File: src/rtl/core/ssit_pkg.sv
`default_nettype none
// ----------------------------------------------------------------------------
// ssit_pkg
// Shared types and constants for the tolerant sorted set block.
// ----------------------------------------------------------------------------
package ssit_pkg;

   // fixed field widths
   localparam int VALUE_W = 32;
   localparam int TOL_W   = 31;
   localparam int OP_W    = 2;
   localparam int IDX_W   = 6;
   localparam int POS_W   = 7;

   // defaults
   localparam int             CAPACITY_DEF = 64;
   localparam logic [TOL_W-1:0] TOL_RESET  = 31'd66;

   // operation codes
   typedef enum logic [OP_W-1:0] {
      OP_INSERT = 2'd0,
      OP_READ   = 2'd1,
      OP_CLEAR  = 2'd2,
      OP_NOP    = 2'd3
   } op_type;

   // sequencer states
   typedef enum logic [1:0] {
      ST_IDLE,
      ST_EVAL,
      ST_FINISH
   } state_type;

   // broadcast from the sequencer to every cell
   typedef struct packed {
      logic                      eval;
      logic                      shift;
      logic signed [VALUE_W-1:0] value;
      logic [TOL_W-1:0]          tol;
      logic [IDX_W-1:0]          read_index;
   } cell_ctl_type;

endpackage
`default_nettype wire

File: src/rtl/core/ssit_therm_enc.sv
`default_nettype none
// ----------------------------------------------------------------------------
// ssit_therm_enc
// Thermometer to binary: number of leading ones of a prefix-set flag vector,
// found by a bitwise binary search.
// ----------------------------------------------------------------------------
module ssit_therm_enc #(
   parameter int N = ssit_pkg::CAPACITY_DEF
) (
   input  wire logic [N-1:0]             therm,
   output logic      [$clog2(N+1)-1:0]   ones
);

   localparam int CW = $clog2(N+1);
   localparam int IW = (N > 1) ? $clog2(N) : 1;

   // greedy search from the top bit: keep a bit when flag[cand-1] is set
   always_comb begin
      logic [CW-1:0] lo;
      logic [CW-1:0] cand;
      logic [CW-1:0] cand_m1;
      lo = '0;
      for (int b = CW-1; b >= 0; b--) begin
         cand    = lo | (CW'(1) << b);
         cand_m1 = cand - CW'(1);
         if (({1'b0, cand} <= (CW+1)'(N)) && therm[cand_m1[IW-1:0]]) begin
            lo = cand;
         end
      end
      ones = lo;
   end

endmodule
`default_nettype wire

File: config.mk
export PLATFORM = sky130hd
export DESIGN_NAME = ssit_therm_enc
export DESIGN_NICKNAME = d
export VERILOG_FILES = /design/src/rtl/core/ssit_pkg.sv /design/src/rtl/core/ssit_therm_enc.sv
export SDC_FILE = /design/constraint.sdc
export NUM_CORES = 1
export LEC_CHECK = 0
export BUFFER_PORTS_ARGS = -buffer_cell sky130_fd_sc_hd__buf_2
export CAP_MARGIN = 20
export CORE_AREA = 2 2 46 48
export DETAILED_ROUTE_END_ITERATION = 12
export DIE_AREA = 0 0 48 50
export GPL_TIMING_DRIVEN = 0
export PLACE_DENSITY = 0.9
export SLEW_MARGIN = 20
export SYNTH_ARGS = -nofsm -noshare
export SYNTH_HDL_FRONTEND = slang
export SYNTH_SLANG_ARGS = --single-unit
File: constraint.sdc
create_clock -name vclk -period 9.3
set_clock_uncertainty 0.15 [all_clocks]
set_input_delay 0.93 -clock vclk [all_inputs]
set_output_delay 0.93 -clock vclk [all_outputs]
set_load 0.02 [all_outputs]
==> results summary <==
The vertical extent of the die is 50 microns. The final weighted congestion of routability-driven global placement came out at 0.853. Adding up every negative setup slack in the final design gives 0 ns. The x dimension of the die came out at 48 microns. The boundary pin count is 71. The number of max-slew violations in the final report was 0. The leakage power is 0.611 nW. The share of the Yosys chip area taken by registers is 0%. The final number of setup-violating endpoints is 0. The data arrival time of the critical path came out at 4.37 ns.

The number of unique standard cell types used by synthesis came out at 39. The fraction of layout cells with a size suffix above 1 came out at 48.6%. The average size of a mapped cell came out at 7.03 sq um.

In this run the most critical hold path is launched from therm[63]. The routed design could run at a clock period as short as 5.45 ns. Detailed routing placed a total of 1500 microns of wire on met2. For this block, the initial DRC count from the detailed router was 23.

The register area came out at 0 sq um. The critical path data required time came out at 8.22 ns. For this run, the detailed router's first-pass iteration total came to 4. The initial antenna violation count came to 0.

The wire length the detailed router placed on met1 is 1080 microns. For this run, the top clock speed supported by timing is 183 MHz. Across the run, the number of max-cap violations was 0. The number of cells in the finished layout apart from fillers came out at 210. The worst setup path is launched from an input port. The proportion of netlist area held by the largest area contributor is 25.2%.

The relative area change from synthesis to final layout came out at 48.3%. The layout has 0 clock buffers. The standard-cell row count came out at 16. The flow ran to the end, and the final reports show no timing, DRC or antenna violations. The remaining antenna violation count is 0. The number of inserted filler cells in the final layout came out at 179.

In this run the tool buffered the top-level ports with 70 buffer cells. The cell taking the most area after synthesis is sky130_fd_sc_hd__mux2i_1. The total number of vias is 1182. The hold-fix buffer count after cts is 0.

The floorplan core area came out at 0.00190 sq mm. The number of gates resized after CTS is 0. The die footprint is 0.00240 sq mm. Setup repair after global routing left no endpoint under its margin. The worst setup path is captured at an output pin. In the layout the commonest cells are sky130_fd_sc_hd__buf_2 (73), sky130_fd_sc_hd__mux2i_1 (20), sky130_fd_sc_hd__nand2_1 (13).

The sum of met3 wire segment lengths after detailed routing came out at 189 microns. Entering global routing, the biggest net connects 11 pins. The instance count of the mapped netlist is 113.

The post-synthesis net count is 177. The wire length per cell is 13.4 microns. The area of the multi-input gates came out at 728 sq um.

After synthesis, the cell types taking the most area are sky130_fd_sc_hd__mux2i_1 (25%), sky130_fd_sc_hd__nand2_1 (6.1%), sky130_fd_sc_hd__nor2_1 (5.7%). The total routing resource utilization after global routing came out at 22.8%. The number of synthesis warnings is 0.

The first global-routing pass estimated 4200 microns of wire. The total power per unit cell area is 59.5 mW/mm^2. The ratio of routed vias to standard cells came out at 5.63. The initial standard-cell utilization of the core is 41.8%. The tightest min-delay check is of the in -> out type. The end point of the worst hold path is ones[6]. The top fanout value on the critical path is 10. The total congestion overflow after global routing is 0. The worst hold slack after final layout came out at 2.08 ns. Summing internal, switching and leakage power gives 0.0000702 W. The start-to-end type of the worst setup path is in -> out. The number of global-route vias before repair came out at 1018. The HPWL after detailed placement is 2380 microns. Including well taps, the total number of placed cells is 210. The net count of the finished layout came out at 249. The number of inserted diodes came out at 0.

The actual slew at the worst max-slew pin came out at 0.480 ns. The top layer used by detailed routing is met4. The final layout contains routed wiring with a total length of 2810 microns. The detailed-route DRC error count is 0. The area of the mapped netlist came out at 795 sq um. Headroom to the max-slew limit came out at 67.7%. The utilization after layout came out at 62.0%. The worst path uses 58.6% of the clock period. The leading cell type in the layout, fill and taps excluded is sky130_fd_sc_hd__buf_2. The sequential cell count of the final layout came out at 0. The maximum VDD drop is 0.0273 mV. The instance count along the most critical hold path is 3.

The total count of hold-check failures in the final report came out at 0. The buffer count from post-CTS setup fixing came out at 0.
power by group:
group / switching [W] / internal, W / total [W]
sequential: 0 / 0 / 0
clock: 0 / 0 / 0
combinational: 0.0000375 / 0.0000327 / 0.0000702
total: 0.0000375 / 0.0000327 / 0.0000702
cells by family (layout without fill, tap and decap cells):
| group | after synthesis | count (layout) | share of synthesized area, % |
|---|---|---|---|
| muxes | 23 | 23 | 29.4 |
| AOI/OAI and AO/OA | 29 | 29 | 31.7 |
| and+or+nand+nor | 49 | 49 | 30.6 |
| buffers and inverters | 12 | 82 | 8.34 |
cell usage after synthesis (3+ instances only):
cell type                    n
sky130_fd_sc_hd__a2111oi_0   3
sky130_fd_sc_hd__a21oi_1     5
sky130_fd_sc_hd__and3_1      3
sky130_fd_sc_hd__buf_2       3
sky130_fd_sc_hd__inv_1       3
sky130_fd_sc_hd__mux2i_1    20
sky130_fd_sc_hd__nand2_1    13
sky130_fd_sc_hd__nor2_1     12
sky130_fd_sc_hd__nor2_2      3
sky130_fd_sc_hd__nor3_1      8
sky130_fd_sc_hd__o21ai_0     6
cell type report:
cell class	count	share of cell area, %
inverter	5	1.80
tap	27	2.87
timing repair buffer	70	29.7
multi-input combinational	101	61.8
buffer	7	3.82
how the worst max path moves through the flow:
stage / startpoint / endpoint / slack, ns / depth (start not counted)
CTS: therm[63] / ones[0] / 3.91 / 17
global placement: therm[63] / ones[0] / 4.03 / 17
global route: therm[63] / ones[0] / 3.61 / 17
detailed placement: therm[63] / ones[0] / 3.92 / 17
finish: therm[63] / ones[0] / 3.85 / 17
floorplan: therm[63] / ones[0] / 4.42 / 15
per-layer routing:
| metal | global-route usage, % | vias up |
|---|---|---|
| li1 | - | 572 |
| met1 | 29.3 | 539 |
| met2 | 41.1 | 63 |
| met3 | 0.366 | 8 |
| met4 | 3.15 | 0 |
| met5 | 0 | - |
stage by stage:
step | cell area, sq um | setup WS, ns
floorplan | 795 | 4.42
global placement | 1180 | 4.03
detailed placement | 1180 | 3.92
CTS | 1180 | 3.91
global route | 1180 | 3.61
finish | 1180 | 3.85
critical path: stages:
cell and delay, ns:
sky130_fd_sc_hd__buf_2 0.13, sky130_fd_sc_hd__buf_2 0.18, sky130_fd_sc_hd__or2_1 0.29, sky130_fd_sc_hd__nor2_2 0.33, sky130_fd_sc_hd__nor2_1 0.17, sky130_fd_sc_hd__inv_2 0.14
sky130_fd_sc_hd__mux2_2 0.34, sky130_fd_sc_hd__o211ai_1 0.17, sky130_fd_sc_hd__o22ai_1 0.14, sky130_fd_sc_hd__o32ai_4 0.28, sky130_fd_sc_hd__inv_4 0.08, sky130_fd_sc_hd__buf_6 0.16
sky130_fd_sc_hd__o21ai_1 0.13, sky130_fd_sc_hd__a31oi_1 0.06, sky130_fd_sc_hd__a2111oi_0 0.43, sky130_fd_sc_hd__and4b_1 0.24, sky130_fd_sc_hd__buf_2 0.16
(Power assumes the default switching activity.)
