File: src/rtl/core/ssit_pkg.sv
`default_nettype none
// ----------------------------------------------------------------------------
// ssit_pkg
// Shared types and constants for the tolerant sorted set block.
// ----------------------------------------------------------------------------
package ssit_pkg;

   // fixed field widths
   localparam int VALUE_W = 32;
   localparam int TOL_W   = 31;
   localparam int OP_W    = 2;
   localparam int IDX_W   = 6;
   localparam int POS_W   = 7;

   // defaults
   localparam int             CAPACITY_DEF = 64;
   localparam logic [TOL_W-1:0] TOL_RESET  = 31'd66;

   // operation codes
   typedef enum logic [OP_W-1:0] {
      OP_INSERT = 2'd0,
      OP_READ   = 2'd1,
      OP_CLEAR  = 2'd2,
      OP_NOP    = 2'd3
   } op_type;

   // sequencer states
   typedef enum logic [1:0] {
      ST_IDLE,
      ST_EVAL,
      ST_FINISH
   } state_type;

   // broadcast from the sequencer to every cell
   typedef struct packed {
      logic                      eval;
      logic                      shift;
      logic signed [VALUE_W-1:0] value;
      logic [TOL_W-1:0]          tol;
      logic [IDX_W-1:0]          read_index;
   } cell_ctl_type;

endpackage
`default_nettype wire

File: src/rtl/core/ssit_cell.sv
`default_nettype none
// ----------------------------------------------------------------------------
// ssit_cell
// One slot of the sorted row: holds an entry, compares it to the word under
// test and shifts up from its lower neighbor on an insert.
// ----------------------------------------------------------------------------
module ssit_cell #(
   parameter int N   = ssit_pkg::CAPACITY_DEF,
   parameter int IDX = 0
) (
   input  wire logic                               clock,
   input  wire ssit_pkg::cell_ctl_type             ctl,
   input  wire logic [$clog2(N+1)-1:0]             count,
   input  wire logic signed [ssit_pkg::VALUE_W-1:0] prev_entry,
   input  wire logic                               prev_below,
   output logic signed [ssit_pkg::VALUE_W-1:0]     entry,
   output logic                                    below,
   output logic                                    near,
   output logic                                    far_lo,
   output logic signed [ssit_pkg::VALUE_W-1:0]     rd_value
);

   localparam int CW = $clog2(N+1);

   logic signed [ssit_pkg::VALUE_W-1:0] entry_ff, entry_in;
   logic below_ff, below_in;
   logic near_ff, near_in;
   logic far_ff, far_in;
   logic valid;
   logic signed [ssit_pkg::VALUE_W:0]   diff;
   logic signed [ssit_pkg::VALUE_W+1:0] diff_x, tol_x, ntol_x;

   assign valid = (CW'(IDX) < count);

   // exact distance to the word under test
   always_comb begin
      diff   = {entry_ff[ssit_pkg::VALUE_W-1], entry_ff}
             - {ctl.value[ssit_pkg::VALUE_W-1], ctl.value};
      diff_x = {diff[ssit_pkg::VALUE_W], diff};
      tol_x  = {3'b000, ctl.tol};
      ntol_x = -tol_x;
   end

   // compare flags, captured in the evaluate cycle
   always_comb begin
      below_in = below_ff;
      near_in  = near_ff;
      far_in   = far_ff;
      if (ctl.eval) begin
         below_in = valid & diff[ssit_pkg::VALUE_W];
         near_in  = valid & (diff_x <= tol_x) & (diff_x >= ntol_x);
         far_in   = valid & (diff_x < ntol_x);
      end
   end

   // shift up past the insertion point, take the new word at it
   always_comb begin
      entry_in = entry_ff;
      if (ctl.shift) begin
         if (!prev_below) begin
            entry_in = prev_entry;
         end else if (!below_ff) begin
            entry_in = ctl.value;
         end
      end
   end

   always_ff @(posedge clock) begin
      entry_ff <= entry_in;
      below_ff <= below_in;
      near_ff  <= near_in;
      far_ff   <= far_in;
   end

   assign entry    = entry_ff;
   assign below    = below_ff;
   assign near     = near_ff;
   assign far_lo   = far_ff;
   assign rd_value = (valid && (int'(ctl.read_index) == IDX)) ? entry_ff : '0;

endmodule
`default_nettype wire

File: config.mk
export PLATFORM = sky130hd
export DESIGN_NAME = ssit_cell
export DESIGN_NICKNAME = d
export VERILOG_FILES = /design/src/rtl/core/ssit_pkg.sv /design/src/rtl/core/ssit_cell.sv
export SDC_FILE = /design/constraint.sdc
export NUM_CORES = 1
export LEC_CHECK = 0
export ABC_AREA = 1
export BUFFER_PORTS_ARGS = -buffer_cell sky130_fd_sc_hd__buf_2
export CORE_AREA = 8 8 123 125
export CTS_CLUSTER_SIZE = 10
export DETAILED_ROUTE_END_ITERATION = 16
export DIE_AREA = 0 0 131 133
export PLACE_DENSITY = 0.8
export RECOVER_POWER = 25
export SETUP_SLACK_MARGIN = 0.3
export SYNTH_ARGS = -nofsm -noshare
export SYNTH_HDL_FRONTEND = slang
export SYNTH_SLANG_ARGS = --single-unit
File: constraint.sdc
create_clock -name clock -period 6.8 [get_ports clock]
set_input_delay 1.36 -clock clock [delete_from_list [all_inputs] [get_ports clock]]
set_output_delay 1.36 -clock clock [all_outputs]
set_load 0.05 [all_outputs]
==> metrics.txt <==
status=finished, violations left; failing checks=capacitance limit, slew limit; routability congestion estimate=0.923; Sw Ratio=45.1%; Mapped Avg Cell Area=6.68 um^2; Crit path top cell by count=nand2_1; area of the die=17400 um^2; CTS clk-pin slew, worst paths=0.06 ns; first-pass GRT wire length=27100 um; HPWL after DPL=14900 um; DRC violations left=0; endpoints failing hold=0; post-CTS setup buffer count=0; Min Hold Slack=0.865 ns; H-tree levels=2; post-cts sizing count=0; largest net degree at the start of global routing=65; combinational share of power=56.9%; Final Net Count=1260; critical path required time=6.84 ns; max-cap viol count=1; Sequential Area=1050 um^2; antenna violations before repair=0; synthesized flop and latch total=35; DRT Pass-1 Iters=5; sequential cell area fraction in the yosys report=18.0%; RSZ-0062 raised after global routing=false; final worst path period share=66.7%; Clock power frac=19.0%; worst-margin pin slew=2.48 ns; Post-Synthesis Cells=873; Crit path max-delay family=simple AND/OR/NAND/NOR gates; Leakage=3.90 nW; core area=13100 um^2; Max Buffers Root-to-Sink=2; Root Buffer=clkbuf_16; CTS Hold Buffers Added=0; Worst setup EP type=flop; Crit-path slowest cell=fa_1; minimum clock period=4.53 ns; share of cells above drive strength 1=19.0%; Vias=6184; vias in the first global route=5905; Area growth, synth to finish=21.1%; overall power=1.15 mW; CTS Sinks=35; vias per std cell=5.04; worst rel slew slack=-65.3%; Worst Path Arrival=4.57 ns; HP Class=reg2reg; YS warnings=0; Initial Util=44.5%; Syn Std Cell Area=5830 um^2; All-Layer GR Usage=19.0%; Filler cells=1305; setup TNS=0 ns; CTS tree=done; CP max stage delay=0.40 ns; PD cells=162 nW/um^2; Syn Nets=1083; drt total wl=16900 um; multi-input combinational cell area=4160 um^2; crit-path cells=buf_2 -> ha_1 -> inv_1 -> fa_1 -> nand3_1 -> nand2_1 -> a21oi_1 -> o21bai_1 -> nand2_1 -> nand2_1 -> nand2_1 -> nand3_1 -> nand2_1 -> inv_1 -> ha_1 -> nand2_1 -> nor2_1 -> nand2_1 -> nor2_1 -> o211ai_1 -> nand4_1 -> nand3_1 -> nand2_1 -> a21oi_1; Pins Over Slew Limit=65; Psw=517 uW; crit start category=input pin; Final setup viols=0; kind of critical path=in2reg; Unique masters post-synth=40; Internal=629 uW; row count=42; antenna-violating nets left=0; Die Wd=131 um; drt wl/cell=13.8 um; Buf+Inv Stages, Crit Path=3; Reg power frac=24.1%; CTS buffer count=5; critical path peak fanout=4; PortBufs=178; io pins=179; Fmax=221 MHz; Die Y=133 um; Max IR drop VDD=0.0957 mV; Clock Latency Late Sink=0.28 ns; antenna cells=0; Initial DRC Count=408; clk_skew=0.00388 ns; grt ovf=0
[power groups by stage]
stage	Clock [mW]	Combinational, mW	Sequential (mW)
floorplan	0	0.414	0.336
global placement	0	0.628	0.280
detailed placement	0	0.643	0.281
CTS	0.220	0.646	0.277
global route	0.226	0.738	0.279
finish	0.217	0.652	0.276
[Yosys cell counts (all sizes together)]
| cell type | instances | area, um^2 |
|---|---|---|
| o21bai | 6 | 45.0 |
| and2 | 1 | 6.26 |
| a31oi | 2 | 12.5 |
| nand3b | 1 | 7.51 |
| nand3 | 30 | 175 |
| a21oi | 96 | 480 |
| a221oi | 2 | 17.5 |
| o21a | 4 | 30.0 |
| a21o | 6 | 45.0 |
| xnor2 | 9 | 78.8 |
| nor3b | 2 | 15.0 |
| o211ai | 1 | 7.51 |
| fa | 1 | 20.0 |
| mux2 | 1 | 11.3 |
| a211oi | 1 | 7.51 |
| edfxtp | 35 | 1050 |
| buf | 1 | 3.75 |
| nor4b | 1 | 8.76 |
| nand2 | 140 | 546 |
| inv | 157 | 589 |
| nor4 | 5 | 31.3 |
| nor2 | 146 | 589 |
| nand4 | 19 | 119 |
| a21boi | 5 | 37.5 |
| o221ai | 1 | 8.76 |
| o21ai | 32 | 160 |
| clkbuf | 9 | 33.8 |
| xor2 | 43 | 377 |
| ha | 97 | 1210 |
| nor3 | 19 | 100 |
[cell families after synthesis]
| group | count (synthesis) | synth area share, % |
|---|---|---|
| muxes | 1 | 0.193 |
| adders and majority gates | 98 | 21.2 |
| DFF | 35 | 18.0 |
| AOI/OAI and AO/OA | 156 | 14.6 |
| xor gates and xnor gates | 52 | 7.81 |
| buffers and inverters | 167 | 10.8 |
| and+or+nand+nor | 364 | 27.4 |
[final cells by class]
class	instances	area share, %
clock inverters	2	0.124
well taps	176	3.12
flip-flops and latches	35	14.9
inverters	157	8.35
multi-input cells	671	59.0
repair buffers	180	12.8
clock buffers	5	1.77
[layer usage]
layer | vias up | track usage, % | wire length [um]
met5 | - | 0 | 0
met4 | 0 | 4.08 | 167
met3 | 11 | 3.09 | 1040
met2 | 198 | 30.8 | 7520
met1 | 2741 | 25.7 | 8130
li1 | 3234 | - | -
[flip-flops by register name, summed over array words and instances (netlist names)]
name,count
below,1
entry,32
far_lo,1
near,1
[per-stage QoR]
stage               std cells  instance area, um^2  worst slack, ns  util, %
global route             1226                 7060             1.79     53.9
floorplan                 873                 5830             2.21        -
CTS                      1226                 7060             2.23     54.0
detailed placement       1219                 6930             1.92     52.9
finish                   1226                 7060             2.27     53.9
global placement         1219                 6930             2.07     52.9
[worst register-to-register path, cell delays in order (launching register included)]
cell and delay, ns:
edfxtp_1 0.39, inv_1 0.10, ha_1 0.14, inv_1 0.06
fa_1 0.40, nand3_1 0.10, nand2_1 0.08, a21oi_1 0.30
o21bai_1 0.18, nand2_1 0.09, nand2_1 0.10, nand2_1 0.11
nand3_1 0.07, nand2_1 0.11, inv_1 0.07, ha_1 0.33
nand2_1 0.09, nor2_1 0.14, nand2_1 0.10, nor2_1 0.18
o211ai_1 0.16, nand4_1 0.14, nand3_1 0.09, nand2_1 0.06
a21oi_1 0.04
[cells in the final DEF, fill, tap and decap left out, drive strengths merged, types with 19 or more instances in the layout]
master / n
edfxtp: 35
nand2: 140
nor3: 19
nand3: 30
a21oi: 96
buf: 178
nor2: 146
xor2: 43
o21ai: 32
inv: 157
nand4: 19
ha: 97
[worst paths after layout]
check / from / end / slack (ns) / cells past startpoint
setup / recovery: ctl[37] / near$_DFFE_PP_ / 2.27 / 24
setup reg to reg: entry[0]$_DFFE_PP_ / near$_DFFE_PP_ / 2.94 / 24
hold / removal: below$_DFFE_PP_ / entry[27]$_DFFE_PP_ / 0.87 / 1
hold reg to reg: below$_DFFE_PP_ / entry[27]$_DFFE_PP_ / 0.87 / 1
Note: power is estimated with default switching activity, not from simulation.
